### src/srm_pkg.sv
// ----------------------------------------------------------------------------
// srm_pkg
// Shared types and constants for the step response metrics unit.
// ----------------------------------------------------------------------------
package srm_pkg;

  localparam int unsigned MAX_SAMPLES  = 65536;
  localparam int unsigned COUNT_W      = 17;
  localparam int unsigned SAMPLE_W     = 32;
  localparam int unsigned STAMP_W      = 32;
  localparam int unsigned TOL_W        = 16;
  localparam int unsigned TAIL_W       = 48;
  localparam int unsigned RATIO_W      = 31;
  localparam int unsigned CFG_ADDR_W   = 2;
  localparam int unsigned CFG_DATA_W   = 32;

  // shared divider: 49-bit dividend, 32-bit divisor, one quotient bit per cycle
  localparam int unsigned DIV_N_W      = 49;
  localparam int unsigned DIV_D_W      = 32;
  localparam int unsigned DIV_CNT_W    = 6;

  // floor(x/10) = (x * TAIL_RECIP) >> TAIL_SHIFT, exact for x < 2^20
  localparam int unsigned TAIL_RECIP   = 838861;
  localparam int unsigned TAIL_SHIFT   = 23;

  localparam logic [COUNT_W-1:0]    COUNT_RESET = COUNT_W'(1024);
  localparam logic [SAMPLE_W-1:0]   REF_RESET   = SAMPLE_W'(65536);
  localparam logic [TOL_W-1:0]      TOL_RESET   = TOL_W'(1311);
  localparam logic [COUNT_W-1:0]    COUNT_MIN   = COUNT_W'(2);
  localparam logic [COUNT_W-1:0]    COUNT_MAX   = COUNT_W'(MAX_SAMPLES);
  localparam logic [RATIO_W-1:0]    RATIO_SAT   = {RATIO_W{1'b1}};

  localparam logic [CFG_ADDR_W-1:0] CFG_SAMPLE_COUNT    = 2'd0;
  localparam logic [CFG_ADDR_W-1:0] CFG_REFERENCE_LEVEL = 2'd1;
  localparam logic [CFG_ADDR_W-1:0] CFG_TOLERANCE_BAND  = 2'd2;

  typedef enum logic [2:0] {
    S_IDLE,
    S_BAND,
    S_UPD,
    S_OVR,
    S_OVR_W,
    S_AVG,
    S_AVG_W,
    S_FIN
  } srm_state_t;

  typedef struct packed {
    logic                       start;
    logic [DIV_N_W-1:0]         dividend;
    logic [DIV_D_W-1:0]         divisor;
  } srm_div_req_t;

  typedef struct packed {
    logic                       busy;
    logic                       done;
    logic [DIV_N_W-1:0]         quotient;
  } srm_div_rsp_t;

  typedef struct packed {
    logic                       upd;
    logic                       clear;
    logic                       last;
    logic                       ref_pos;
    logic                       oob;
    logic [COUNT_W-1:0]         tail_start;
    logic signed [SAMPLE_W-1:0] y;
    logic [STAMP_W-1:0]         t;
    logic signed [SAMPLE_W-1:0] ref_level;
  } srm_trk_ctl_t;

  typedef struct packed {
    logic [COUNT_W-1:0]         sample_index;
    logic signed [TAIL_W-1:0]   tail_sum;
    logic signed [SAMPLE_W-1:0] peak_value;
    logic [STAMP_W-1:0]         peak_stamp;
    logic [STAMP_W-1:0]         low_stamp;
    logic                       low_found;
    logic [STAMP_W-1:0]         high_stamp;
    logic                       high_found;
    logic [STAMP_W-1:0]         settle_stamp;
  } srm_trk_state_t;

endpackage

### src/srm_if.sv
// ----------------------------------------------------------------------------
// srm_if
// Sample and result channels of the step response metrics unit.
// ----------------------------------------------------------------------------
interface srm_in_if;
  logic                                valid;
  logic                                ready;
  logic signed [srm_pkg::SAMPLE_W-1:0] sample_value;
  logic [srm_pkg::STAMP_W-1:0]         sample_time;

  modport source (output valid, output sample_value, output sample_time, input ready);
  modport sink   (input valid, input sample_value, input sample_time, output ready);
endinterface

interface srm_out_if;
  logic                                valid;
  logic                                ready;
  logic [srm_pkg::STAMP_W-1:0]         rise_ticks;
  logic [srm_pkg::STAMP_W-1:0]         settle_ticks;
  logic [srm_pkg::STAMP_W-1:0]         peak_ticks;
  logic [srm_pkg::RATIO_W-1:0]         overshoot_ratio;
  logic signed [srm_pkg::SAMPLE_W-1:0] steady_value;
  logic [srm_pkg::RATIO_W-1:0]         steady_error;
  logic                                invalid_reference;

  modport source (output valid, output rise_ticks, output settle_ticks, output peak_ticks,
                  output overshoot_ratio, output steady_value, output steady_error,
                  output invalid_reference, input ready);
  modport sink   (input valid, input rise_ticks, input settle_ticks, input peak_ticks,
                  input overshoot_ratio, input steady_value, input steady_error,
                  input invalid_reference, output ready);
endinterface

### src/srm_div.sv
// ----------------------------------------------------------------------------
// srm_div
// Shared restoring divider, one quotient bit per cycle.
// ----------------------------------------------------------------------------
module srm_div (
  input  logic                  clk,
  input  logic                  rst_n,
  input  srm_pkg::srm_div_req_t req,
  output srm_pkg::srm_div_rsp_t rsp
);

  logic [srm_pkg::DIV_D_W-1:0]   rem_r;
  logic [srm_pkg::DIV_N_W-1:0]   quo_r;
  logic [srm_pkg::DIV_D_W-1:0]   dvs_r;
  logic [srm_pkg::DIV_CNT_W-1:0] cnt_r;
  logic                          busy_r;
  logic                          done_r;

  logic [srm_pkg::DIV_D_W:0]     trial;
  logic                          fits;
  logic [srm_pkg::DIV_D_W:0]     diff;

  always_comb begin
    trial = {rem_r, quo_r[srm_pkg::DIV_N_W-1]};
    fits  = trial >= {1'b0, dvs_r};
    diff  = trial - {1'b0, dvs_r};
  end

  always_ff @(posedge clk) begin
    if (!rst_n) begin
      busy_r <= 1'b0;
      done_r <= 1'b0;
      cnt_r  <= '0;
    end else begin
      done_r <= 1'b0;
      if (req.start) begin
        busy_r <= 1'b1;
        cnt_r  <= '0;
      end else if (busy_r) begin
        cnt_r <= cnt_r + 1'b1;
        if (cnt_r == srm_pkg::DIV_CNT_W'(srm_pkg::DIV_N_W - 1)) begin
          busy_r <= 1'b0;
          done_r <= 1'b1;
        end
      end
    end
  end

  always_ff @(posedge clk) begin
    if (req.start) begin
      rem_r <= '0;
      quo_r <= req.dividend;
      dvs_r <= req.divisor;
    end else if (busy_r) begin
      rem_r <= fits ? diff[srm_pkg::DIV_D_W-1:0] : trial[srm_pkg::DIV_D_W-1:0];
      quo_r <= {quo_r[srm_pkg::DIV_N_W-2:0], fits};
    end
  end

  assign rsp.busy     = busy_r;
  assign rsp.done     = done_r;
  assign rsp.quotient = quo_r;

endmodule

### src/srm_track.sv
// ----------------------------------------------------------------------------
// srm_track
// Per-record running state: peak, crossings, settling stamp and tail sum.
// ----------------------------------------------------------------------------
module srm_track (
  input  logic                    clk,
  input  logic                    rst_n,
  input  srm_pkg::srm_trk_ctl_t   ctl,
  output srm_pkg::srm_trk_state_t st
);

  logic [srm_pkg::COUNT_W-1:0]         idx_r;
  logic signed [srm_pkg::TAIL_W-1:0]   tail_r;
  logic signed [srm_pkg::SAMPLE_W-1:0] peak_r;
  logic [srm_pkg::STAMP_W-1:0]         peak_t_r;
  logic [srm_pkg::STAMP_W-1:0]         low_t_r;
  logic                                low_f_r;
  logic [srm_pkg::STAMP_W-1:0]         high_t_r;
  logic                                high_f_r;
  logic [srm_pkg::STAMP_W-1:0]         settle_t_r;
  logic                                pend_r;

  logic signed [35:0] y36;
  logic signed [35:0] r36;
  logic signed [35:0] y10;
  logic signed [35:0] r9;
  logic               low_hit;
  logic               high_hit;
  logic               new_peak;
  logic               tail_en;

  always_comb begin
    y36      = 36'(ctl.y);
    r36      = 36'(ctl.ref_level);
    y10      = (y36 <<< 3) + (y36 <<< 1);
    r9       = (r36 <<< 3) + r36;
    low_hit  = y10 >= r36;
    high_hit = y10 >= r9;
    new_peak = (idx_r == '0) || (ctl.y > peak_r);
    tail_en  = idx_r >= ctl.tail_start;
  end

  always_ff @(posedge clk) begin
    if (!rst_n || ctl.clear) begin
      idx_r      <= '0;
      tail_r     <= '0;
      peak_r     <= '0;
      peak_t_r   <= '0;
      low_t_r    <= '0;
      low_f_r    <= 1'b0;
      high_t_r   <= '0;
      high_f_r   <= 1'b0;
      settle_t_r <= '0;
      pend_r     <= 1'b0;
    end else if (ctl.upd) begin
      if (!ctl.last) idx_r <= idx_r + 1'b1;
      if (new_peak) begin
        peak_r   <= ctl.y;
        peak_t_r <= ctl.t;
      end
      // at most 2^16 samples of 2^31, no overflow in 48 bits
      if (tail_en) tail_r <= tail_r + srm_pkg::TAIL_W'(ctl.y);
      if (ctl.ref_pos && !low_f_r && low_hit) begin
        low_t_r <= ctl.t;
        low_f_r <= 1'b1;
      end
      if (ctl.ref_pos && !high_f_r && high_hit) begin
        high_t_r <= ctl.t;
        high_f_r <= 1'b1;
      end
      // the sample after an out-of-band one marks the settling time
      if (pend_r) begin
        settle_t_r <= ctl.t;
        pend_r     <= 1'b0;
      end
      if (ctl.ref_pos && ctl.oob) begin
        if (ctl.last) settle_t_r <= ctl.t;
        else          pend_r     <= 1'b1;
      end
    end
  end

  assign st.sample_index = idx_r;
  assign st.tail_sum     = tail_r;
  assign st.peak_value   = peak_r;
  assign st.peak_stamp   = peak_t_r;
  assign st.low_stamp    = low_t_r;
  assign st.low_found    = low_f_r;
  assign st.high_stamp   = high_t_r;
  assign st.high_found   = high_f_r;
  assign st.settle_stamp = settle_t_r;

endmodule

### src/step_response_metrics_unit.sv
// ----------------------------------------------------------------------------
// step_response_metrics_unit
// Step response metrics over records of timestamped Q16.16 samples.
// ----------------------------------------------------------------------------
//  channel | dir | handshake     | payload
//  in_ch   | in  | valid/ready   | sample_value, sample_time
//  out_ch  | out | valid/ready   | rise, settling, peak, overshoot, steady, error, flag
//  cfg_*   | in  | cfg_we only   | cfg_addr, cfg_wdata
//
//  A sample passes through the accept, band product and state update states.
//  The last sample of a record then runs two passes of the shared 49-step
//  divider (overshoot, then tail average), each started from its own sequencing
//  state, and the finish state loads the output register once it is free.
//  A pending result does not block the next sample unless a new result is due.
//  rst_n is synchronous; it clears the record state and loads register defaults.
// ----------------------------------------------------------------------------
module step_response_metrics_unit (
  input  logic                                 clk,
  input  logic                                 rst_n,
  srm_in_if.sink                               in_ch,
  srm_out_if.source                            out_ch,
  input  logic                                 cfg_we,
  input  logic [srm_pkg::CFG_ADDR_W-1:0]       cfg_addr,
  input  logic [srm_pkg::CFG_DATA_W-1:0]       cfg_wdata
);

  srm_pkg::srm_state_t state_r, state_nxt;

  logic [srm_pkg::COUNT_W-1:0]         count_r;
  logic signed [srm_pkg::SAMPLE_W-1:0] ref_r;
  logic [srm_pkg::TOL_W-1:0]           tol_r;

  logic signed [srm_pkg::SAMPLE_W-1:0] y_r;
  logic [srm_pkg::STAMP_W-1:0]         t_r;
  logic [srm_pkg::COUNT_W-1:0]         n_r;
  logic [srm_pkg::COUNT_W-1:0]         tail_start_r;
  logic                                last_r;
  logic [32:0]                         dev_r;
  logic [46:0]                         band_r;
  logic [srm_pkg::RATIO_W-1:0]         over_r;

  logic                                out_valid_r;
  logic [srm_pkg::STAMP_W-1:0]         rise_r;
  logic [srm_pkg::STAMP_W-1:0]         settle_r;
  logic [srm_pkg::STAMP_W-1:0]         ptime_r;
  logic [srm_pkg::RATIO_W-1:0]         ovr_out_r;
  logic signed [srm_pkg::SAMPLE_W-1:0] steady_r;
  logic [srm_pkg::RATIO_W-1:0]         err_r;
  logic                                flag_r;

  srm_pkg::srm_div_req_t   div_req;
  srm_pkg::srm_div_rsp_t   div_rsp;
  srm_pkg::srm_trk_ctl_t   trk_ctl;
  srm_pkg::srm_trk_state_t trk;

  logic                                in_ready;
  logic                                load_out;
  logic                                trk_upd;
  logic                                ref_pos;

  // effective count and tail start
  logic [srm_pkg::COUNT_W-1:0]         n_eff;
  logic [19:0]                         n9;
  logic [39:0]                         tail_prod;
  logic signed [32:0]                  dev_s;
  logic [32:0]                         dev_abs;

  // finishing arithmetic
  logic                                peak_above;
  logic [32:0]                         over_diff;
  logic [srm_pkg::COUNT_W-1:0]         tail_cnt;
  logic [srm_pkg::TAIL_W-1:0]          tail_mag;
  logic                                tail_neg;
  logic [srm_pkg::DIV_N_W-1:0]         q;
  logic signed [srm_pkg::SAMPLE_W-1:0] steady;
  logic signed [32:0]                  err_s;
  logic [32:0]                         err_abs;
  logic [srm_pkg::RATIO_W-1:0]         err_sat;
  logic [srm_pkg::STAMP_W-1:0]         rise;

  assign ref_pos = !ref_r[srm_pkg::SAMPLE_W-1] && (ref_r != '0);

  // configuration
  always_ff @(posedge clk) begin
    if (!rst_n) begin
      count_r <= srm_pkg::COUNT_RESET;
      ref_r   <= srm_pkg::REF_RESET;
      tol_r   <= srm_pkg::TOL_RESET;
    end else if (cfg_we) begin
      case (cfg_addr)
        srm_pkg::CFG_SAMPLE_COUNT:    count_r <= cfg_wdata[srm_pkg::COUNT_W-1:0];
        srm_pkg::CFG_REFERENCE_LEVEL: ref_r   <= cfg_wdata;
        srm_pkg::CFG_TOLERANCE_BAND:  tol_r   <= cfg_wdata[srm_pkg::TOL_W-1:0];
        default: ;
      endcase
    end
  end

  // sequencer: next state
  always_comb begin
    state_nxt = state_r;
    case (state_r)
      srm_pkg::S_IDLE:  if (in_ch.valid) state_nxt = srm_pkg::S_BAND;
      srm_pkg::S_BAND:  state_nxt = srm_pkg::S_UPD;
      srm_pkg::S_UPD:   state_nxt = last_r ? srm_pkg::S_OVR : srm_pkg::S_IDLE;
      srm_pkg::S_OVR:   state_nxt = srm_pkg::S_OVR_W;
      srm_pkg::S_OVR_W: if (div_rsp.done) state_nxt = srm_pkg::S_AVG;
      srm_pkg::S_AVG:   state_nxt = srm_pkg::S_AVG_W;
      srm_pkg::S_AVG_W: if (div_rsp.done) state_nxt = srm_pkg::S_FIN;
      srm_pkg::S_FIN:   if (!out_valid_r || out_ch.ready) state_nxt = srm_pkg::S_IDLE;
      default:          state_nxt = srm_pkg::S_IDLE;
    endcase
  end

  // sequencer: outputs
  always_comb begin
    in_ready         = 1'b0;
    load_out         = 1'b0;
    div_req.start    = 1'b0;
    div_req.dividend = {over_diff, 16'b0};
    div_req.divisor  = ref_r;
    trk_upd          = 1'b0;
    case (state_r)
      srm_pkg::S_IDLE: in_ready = 1'b1;
      srm_pkg::S_UPD:  trk_upd = 1'b1;
      srm_pkg::S_OVR:  div_req.start = 1'b1;
      srm_pkg::S_AVG: begin
        div_req.start    = 1'b1;
        div_req.dividend = srm_pkg::DIV_N_W'(tail_mag) + srm_pkg::DIV_N_W'(tail_cnt >> 1);
        div_req.divisor  = srm_pkg::DIV_D_W'(tail_cnt);
      end
      srm_pkg::S_FIN:  load_out = !out_valid_r || out_ch.ready;
      default: ;
    endcase
  end

  always_ff @(posedge clk) begin
    if (!rst_n) state_r <= srm_pkg::S_IDLE;
    else        state_r <= state_nxt;
  end

  // per-sample front end
  always_comb begin
    n_eff = count_r;
    if (count_r < srm_pkg::COUNT_MIN) n_eff = srm_pkg::COUNT_MIN;
    if (count_r > srm_pkg::COUNT_MAX) n_eff = srm_pkg::COUNT_MAX;
    n9        = (20'(n_eff) << 3) + 20'(n_eff);
    tail_prod = 40'(n9) * 40'(srm_pkg::TAIL_RECIP);
    dev_s     = 33'(y_r) - 33'(ref_r);
    dev_abs   = dev_s[32] ? 33'(-dev_s) : 33'(dev_s);
  end

  always_ff @(posedge clk) begin
    if (in_ready && in_ch.valid) begin
      y_r <= in_ch.sample_value;
      t_r <= in_ch.sample_time;
    end
    if (state_r == srm_pkg::S_BAND) begin
      n_r          <= n_eff;
      tail_start_r <= srm_pkg::COUNT_W'(tail_prod >> srm_pkg::TAIL_SHIFT);
      last_r       <= ({1'b0, trk.sample_index} + 18'd1) >= {1'b0, n_eff};
      dev_r        <= dev_abs;
      band_r       <= ref_r[30:0] * tol_r;
    end
  end

  // out of band: |y - ref| * 2^16 > ref * tol
  always_comb begin
    trk_ctl.upd        = trk_upd;
    trk_ctl.clear      = load_out;
    trk_ctl.last       = last_r;
    trk_ctl.ref_pos    = ref_pos;
    trk_ctl.oob        = {dev_r, 16'b0} > {2'b0, band_r};
    trk_ctl.tail_start = tail_start_r;
    trk_ctl.y          = y_r;
    trk_ctl.t          = t_r;
    trk_ctl.ref_level  = ref_r;
  end

  srm_track u_track (
    .clk   (clk),
    .rst_n (rst_n),
    .ctl   (trk_ctl),
    .st    (trk)
  );

  srm_div u_div (
    .clk   (clk),
    .rst_n (rst_n),
    .req   (div_req),
    .rsp   (div_rsp)
  );

  // record finish
  always_comb begin
    peak_above = trk.peak_value > ref_r;
    over_diff  = 33'(trk.peak_value) - 33'(ref_r);
    tail_cnt   = n_r - tail_start_r;
    tail_neg   = trk.tail_sum[srm_pkg::TAIL_W-1];
    tail_mag   = tail_neg ? srm_pkg::TAIL_W'(-trk.tail_sum) : srm_pkg::TAIL_W'(trk.tail_sum);
    q          = div_rsp.quotient;
    if (tail_neg) begin
      if (q > srm_pkg::DIV_N_W'(33'h080000000)) steady = 32'sh80000000;
      else                                      steady = -$signed(q[31:0]);
    end else begin
      if (q > srm_pkg::DIV_N_W'(32'h7FFFFFFF))  steady = 32'sh7FFFFFFF;
      else                                      steady = $signed(q[31:0]);
    end
    err_s   = 33'(ref_r) - 33'(steady);
    err_abs = err_s[32] ? 33'(-err_s) : 33'(err_s);
    err_sat = (err_abs[32:31] != 2'b00) ? srm_pkg::RATIO_SAT : err_abs[30:0];
    rise    = (trk.low_found && trk.high_found && trk.high_stamp >= trk.low_stamp)
              ? trk.high_stamp - trk.low_stamp : '0;
  end

  always_ff @(posedge clk) begin
    if (state_r == srm_pkg::S_OVR_W && div_rsp.done) begin
      if (!peak_above)                 over_r <= '0;
      else if (q[48:31] != '0)         over_r <= srm_pkg::RATIO_SAT;
      else                             over_r <= q[30:0];
    end
  end

  // result register
  always_ff @(posedge clk) begin
    if (!rst_n) begin
      out_valid_r <= 1'b0;
    end else if (load_out) begin
      out_valid_r <= 1'b1;
    end else if (out_ch.ready) begin
      out_valid_r <= 1'b0;
    end
  end

  always_ff @(posedge clk) begin
    if (load_out) begin
      flag_r    <= !ref_pos;
      rise_r    <= ref_pos ? rise : '0;
      settle_r  <= ref_pos ? trk.settle_stamp : '0;
      ptime_r   <= ref_pos ? trk.peak_stamp : '0;
      ovr_out_r <= ref_pos ? over_r : '0;
      steady_r  <= ref_pos ? steady : '0;
      err_r     <= ref_pos ? err_sat : '0;
    end
  end

  assign in_ch.ready              = in_ready;
  assign out_ch.valid             = out_valid_r;
  assign out_ch.rise_ticks        = rise_r;
  assign out_ch.settle_ticks      = settle_r;
  assign out_ch.peak_ticks        = ptime_r;
  assign out_ch.overshoot_ratio   = ovr_out_r;
  assign out_ch.steady_value      = steady_r;
  assign out_ch.steady_error      = err_r;
  assign out_ch.invalid_reference = flag_r;

  // checks
  a_div_start_idle: assert property (@(posedge clk) disable iff (!rst_n)
    div_req.start |-> !div_rsp.busy)
    else $error("divider restarted while busy");

  a_result_from_fin: assert property (@(posedge clk) disable iff (!rst_n)
    $rose(out_valid_r) |-> $past(state_r == srm_pkg::S_FIN))
    else $error("result loaded outside finish state");

  a_invalid_zero: assert property (@(posedge clk) disable iff (!rst_n)
    (out_ch.valid && out_ch.invalid_reference) |->
      (out_ch.rise_ticks == '0 && out_ch.overshoot_ratio == '0 &&
       out_ch.steady_value == '0 && out_ch.steady_error == '0))
    else $error("metrics not cleared for invalid reference");

  a_upd_exit: assert property (@(posedge clk) disable iff (!rst_n)
    state_r == srm_pkg::S_UPD |=> (state_r == srm_pkg::S_IDLE || state_r == srm_pkg::S_OVR))
    else $error("bad exit from sample update");

endmodule
### src/flat_wrapper.sv
// flat-port wrapper written by rule: the top's interface ports become plain ports
module step_response_metrics_unit_flat 
  (clk, rst_n, cfg_we, cfg_addr, cfg_wdata, in_ch_valid, in_ch_sample_value, in_ch_sample_time, in_ch_ready, out_ch_valid, out_ch_rise_ticks, out_ch_settle_ticks, out_ch_peak_ticks, out_ch_overshoot_ratio, out_ch_steady_value, out_ch_steady_error, out_ch_invalid_reference, out_ch_ready);
  srm_in_if in_ch_i ();
  srm_out_if out_ch_i ();
  input  logic clk;
  input  logic rst_n;
  input  logic cfg_we;
  input  logic [srm_pkg::CFG_ADDR_W-1:0] cfg_addr;
  input  logic [srm_pkg::CFG_DATA_W-1:0] cfg_wdata;
  input wire logic [$bits(in_ch_i.valid)-1:0] in_ch_valid;
  input wire logic [$bits(in_ch_i.sample_value)-1:0] in_ch_sample_value;
  input wire logic [$bits(in_ch_i.sample_time)-1:0] in_ch_sample_time;
  output wire logic [$bits(in_ch_i.ready)-1:0] in_ch_ready;
  output wire logic [$bits(out_ch_i.valid)-1:0] out_ch_valid;
  output wire logic [$bits(out_ch_i.rise_ticks)-1:0] out_ch_rise_ticks;
  output wire logic [$bits(out_ch_i.settle_ticks)-1:0] out_ch_settle_ticks;
  output wire logic [$bits(out_ch_i.peak_ticks)-1:0] out_ch_peak_ticks;
  output wire logic [$bits(out_ch_i.overshoot_ratio)-1:0] out_ch_overshoot_ratio;
  output wire logic [$bits(out_ch_i.steady_value)-1:0] out_ch_steady_value;
  output wire logic [$bits(out_ch_i.steady_error)-1:0] out_ch_steady_error;
  output wire logic [$bits(out_ch_i.invalid_reference)-1:0] out_ch_invalid_reference;
  input wire logic [$bits(out_ch_i.ready)-1:0] out_ch_ready;
  assign in_ch_i.valid = in_ch_valid;
  assign in_ch_i.sample_value = in_ch_sample_value;
  assign in_ch_i.sample_time = in_ch_sample_time;
  assign in_ch_ready = in_ch_i.ready;
  assign out_ch_valid = out_ch_i.valid;
  assign out_ch_rise_ticks = out_ch_i.rise_ticks;
  assign out_ch_settle_ticks = out_ch_i.settle_ticks;
  assign out_ch_peak_ticks = out_ch_i.peak_ticks;
  assign out_ch_overshoot_ratio = out_ch_i.overshoot_ratio;
  assign out_ch_steady_value = out_ch_i.steady_value;
  assign out_ch_steady_error = out_ch_i.steady_error;
  assign out_ch_invalid_reference = out_ch_i.invalid_reference;
  assign out_ch_i.ready = out_ch_ready;
  step_response_metrics_unit u_core (.clk(clk), .rst_n(rst_n), .in_ch(in_ch_i), .out_ch(out_ch_i), .cfg_we(cfg_we), .cfg_addr(cfg_addr), .cfg_wdata(cfg_wdata));
endmodule
### config.mk
export PLATFORM = sky130hd
export DESIGN_NAME = step_response_metrics_unit_flat
export DESIGN_NICKNAME = d
export VERILOG_FILES = /design/src/srm_pkg.sv /design/src/srm_if.sv /design/src/srm_div.sv /design/src/srm_track.sv /design/src/step_response_metrics_unit.sv /design/src/flat_wrapper.sv
export SDC_FILE = /design/constraint.sdc
export NUM_CORES = 2
export LEC_CHECK = 0
export BUFFER_PORTS_ARGS = -buffer_cell sky130_fd_sc_hd__buf_2
export CAP_MARGIN = 10
export CORE_MARGIN = 2
export CORE_UTILIZATION = 60
export DETAILED_ROUTE_END_ITERATION = 16
export GPL_TIMING_DRIVEN = 1
export PLACE_DENSITY = 0.78
export SETUP_SLACK_MARGIN = 0.3
export SYNTH_ARGS = -nofsm -noshare
export SYNTH_HDL_FRONTEND = slang
export SYNTH_SLANG_ARGS = --single-unit
### constraint.sdc
create_clock -name clk -period 21.3 [get_ports clk]
set_input_delay 4.26 -clock clk [delete_from_list [all_inputs] [get_ports clk]]
set_output_delay 4.26 -clock clk [all_outputs]
set_load 0.05 [all_outputs]
==> results.md <==
- Netlist cell types: 88
- Min-delay src: u_core.u_track.peak_t_r[25]
- Post-synthesis instance total: 8,451
- Port bufs: 295
- 1st-pass router iterations: 6
- CP required: 21.74 ns
- Wirelength, routed: 232,000 microns
- Gr ovfl total: 0
- GR Util All Layers: 35.6%
- TNS Setup: 0 ns
- Worst IR drop on VDD: 0.159 mV
- RSZ-0062 raised after global routing: false
- Worst skew pair latency: 0.77 ns
- CP max-delay cell: fa_1
- Yosys synthesis warning count: 0
- Relative slew margins: 9.09%
- Synth area leader: edfxtp_1
- Largest net degree at the start of global routing: 186
- Max cap viols: 0
- Post-CTS Resized: 0
- Hpwl dp: 178,000 microns
- # rows: 130
- Clk buf depth: 3
- Top post-synthesis cells by area: edfxtp_1 19%, fa_1 15%, ha_1 13%
- Number of global-route vias before repair: 62,000
- Worst path arrival time: 10.92 ns
- Final min period: 10.48 ns
- Hold WS: 0.454 ns
- Max-slew violation count: 0
- Via density: 6.15
- First-pass GRT wire length: 358,000 microns
- Least-Margin Pin Slew: 1.36 ns
- Worst clock skew: 0.0859 ns
- Combinational share of power: 43.6%
- DRT antenna net count: 0
- Internal power: 3.88 mW
- Clk sink count: 819
- Status: finished, final reports clean
- Gpl congestion: 1.01
- Flop pwr share: 30.9%
- Initial antenna violation count: 10
- P&R area growth vs syn: 8.28%
- Post-route DRC: 0
- Initial DRC Count: 7,286
- Worst setup path class: reg2reg
- Via count: 63,500
- Count of final setup violators: 0
- Layout fillers: 10,300
- Detailed-route wire length per cell: 22.5 microns
- Pwr Density: 78.3 nW/um^2
- Full die area: 130,000 sq um
- Starting density of the core: 60.5%
- Postcts setup bufs: 0
- Synth top area share: 19.0%
- Setup crit start: u_core.count_r[2]
- CP startpoint kind: flip-flop
- Sw Pwr: 2.57 mW
- Post-synthesis cell area: 76,000 sq um
- Crit path capture type: flip-flop
- Core area: 126,000 sq um
- Reg clk slew, reported paths: 0.07 ns
- Leakage: 37.7 nW
- Async SR Flop Fraction: 0%
- Fin. Hold Viols: 0
- FF-to-FF Start: u_core.count_r[2]
- Sequential-to-total area share from yosys stat: 27.9%
- Switching share of power: 39.9%
- Worst hold path class: reg2reg
- CTS tree: built
- Fmax: 0.0954 GHz
- Hold Buf Count CTS: 0
- Syn nets: 9,913
- Ys flop type: edfxtp_1
- CTS H-Tree Depth: 3
- EDFF count, synth: 482
- Die W: 360 microns
- Fin nets: 10,000
- CTS root buf: clkbuf_16
- Avg Cell Area, Syn: 8.99 sq um
- Critical path's largest stage delay: 0.54 ns
- Final period utilization: 49.2%
- Clock share of power: 25.5%
- Synthesis-stage register bit count: 819
- Die height: 360 microns
- CTS Buf Count: 91
- Fraction of layout cells with a size suffix above 1: 7.39%
- Worst-path fanout max: 12
- I/O pins: 296
==> sequential cells by signal, summed over array words and instances, names as in the netlist, 31 cells and up <==
signal / flops
u_core.u_div.quo_r: 49
u_core.u_track.tail_r: 48
u_core.band_r: 47
u_core.dev_r: 33
u_core.out_ch.peak_ticks: 32
u_core.out_ch.rise_ticks: 32
u_core.out_ch.settle_ticks: 32
u_core.out_ch.steady_value: 32
u_core.ref_r: 32
u_core.t_r: 32
u_core.u_div.dvs_r: 32
u_core.u_div.rem_r: 32
u_core.u_track.high_t_r: 32
u_core.u_track.low_t_r: 32
u_core.u_track.peak_r: 32
u_core.u_track.peak_t_r: 32
u_core.u_track.settle_t_r: 32
u_core.y_r: 32
u_core.out_ch.overshoot_ratio: 31
u_core.out_ch.steady_error: 31
u_core.over_r: 31
==> area by class of cell <==
type	count	area (sq um)	share of cell area, %
clock buffer	111	2550	3.10
tap	1650	2060	2.51
inverter	1008	3780	4.60
multi-input combinational	6269	49800	60.5
sequential	819	21200	25.8
antenna	1	2.50	0.00304
timing repair buffer	396	2250	2.73
clock inverter	61	631	0.766
==> logic make-up (layout without fill, tap and decap cells) <==
family                   Yosys count  count (layout)  synth area share, %
other                              0               1                    0
XOR/XNOR                         493             493                 5.68
AO/OA/AOI/OAI                   1715            1715                 14.1
flip-flops                       819             819                 27.9
multiplexers                     138             138                 1.83
buffers and inverters           1363            1576                 6.74
adder cells (fa/ha/maj)         1359            1359                 27.8
AND/OR/NAND/NOR                 2564            2564                 15.9
==> worst max-delay path, delay by kind of cell, from the launching register on <==
kind	cells	cell delay, ns
AND/OR/NAND/NOR	8	1.47
buffers and inverters	7	0.81
adder cells (fa/ha/maj)	9	3.81
AO/OA/AOI/OAI	16	3.34
XOR/XNOR	2	0.43
flip-flops	1	0.33
==> power by group through the flow <==
stage	clock, mW	combinational [mW]	sequential, mW
floorplan	0	1.99	1.97
global placement	0	2.69	2.01
detailed placement	0	2.74	2.02
CTS	1.66	2.77	1.99
global route	1.72	3.13	2.00
finish	1.64	2.81	1.99
==> layer usage <==
metal	vias to the layer above	GRT usage [%]	share of wire, %
li1	28900	-	-
met1	30900	48.5	41
met2	3044	55.3	44
met3	593	7.07	10
met4	10	15.4	4.9
met5	-	0	0.030
==> worst paths after layout <==
check / endpoint / slack, ns / cells after the start
max: u_core.tail_start_r[16] / 10.82 / 42
min: u_core.u_track.peak_t_r[25] / 0.45 / 2
max reg2reg: u_core.tail_start_r[16] / 10.82 / 42
min reg2reg: u_core.u_track.peak_t_r[25] / 0.45 / 2
==> synthesized netlist by cell type (91+ instances only) <==
cell type,n
nor3_1,107
fa_1,554
clkbuf_1,336
nand2_1,973
and2_1,288
ha_1,805
xor2_1,217
xnor2_1,276
a21o_1,224
edfxtp_1,482
a21oi_1,519
nand4_1,91
dfxtp_1,337
nor2_1,569
mux2i_1,130
inv_1,1005
o21ai_0,392
nand3_1,146
==> placed cells by master, fill, tap and decap left out, drive strengths merged, types with 288 or more instances in the layout <==
| cell | n |
|---|---|
| inv | 1017 |
| nand2 | 973 |
| fa | 554 |
| dfxtp | 337 |
| a21oi | 519 |
| buf | 396 |
| edfxtp | 482 |
| o21ai | 396 |
| and2 | 288 |
| nor2 | 569 |
| ha | 805 |
==> stage by stage <==
stage | utilization [%] | cell area (sq um) | instances | power [mW] | setup slack [ns]
4_1_cts | 65.5 | 82300 | 10300 | 6.42 | 10.89
3_3_place_gp | 62.9 | 79100 | 10100 | 4.70 | 11.07
6_report | 65.5 | 82300 | 10300 | 6.45 | 10.82
5_1_grt | 65.5 | 82300 | 10300 | 6.85 | 10.06
2_1_floorplan | - | 76000 | 8451 | 3.96 | 7.89
3_5_place_dp | 62.9 | 79100 | 10100 | 4.75 | 11.00
Power figures use the tool's default switching activity.
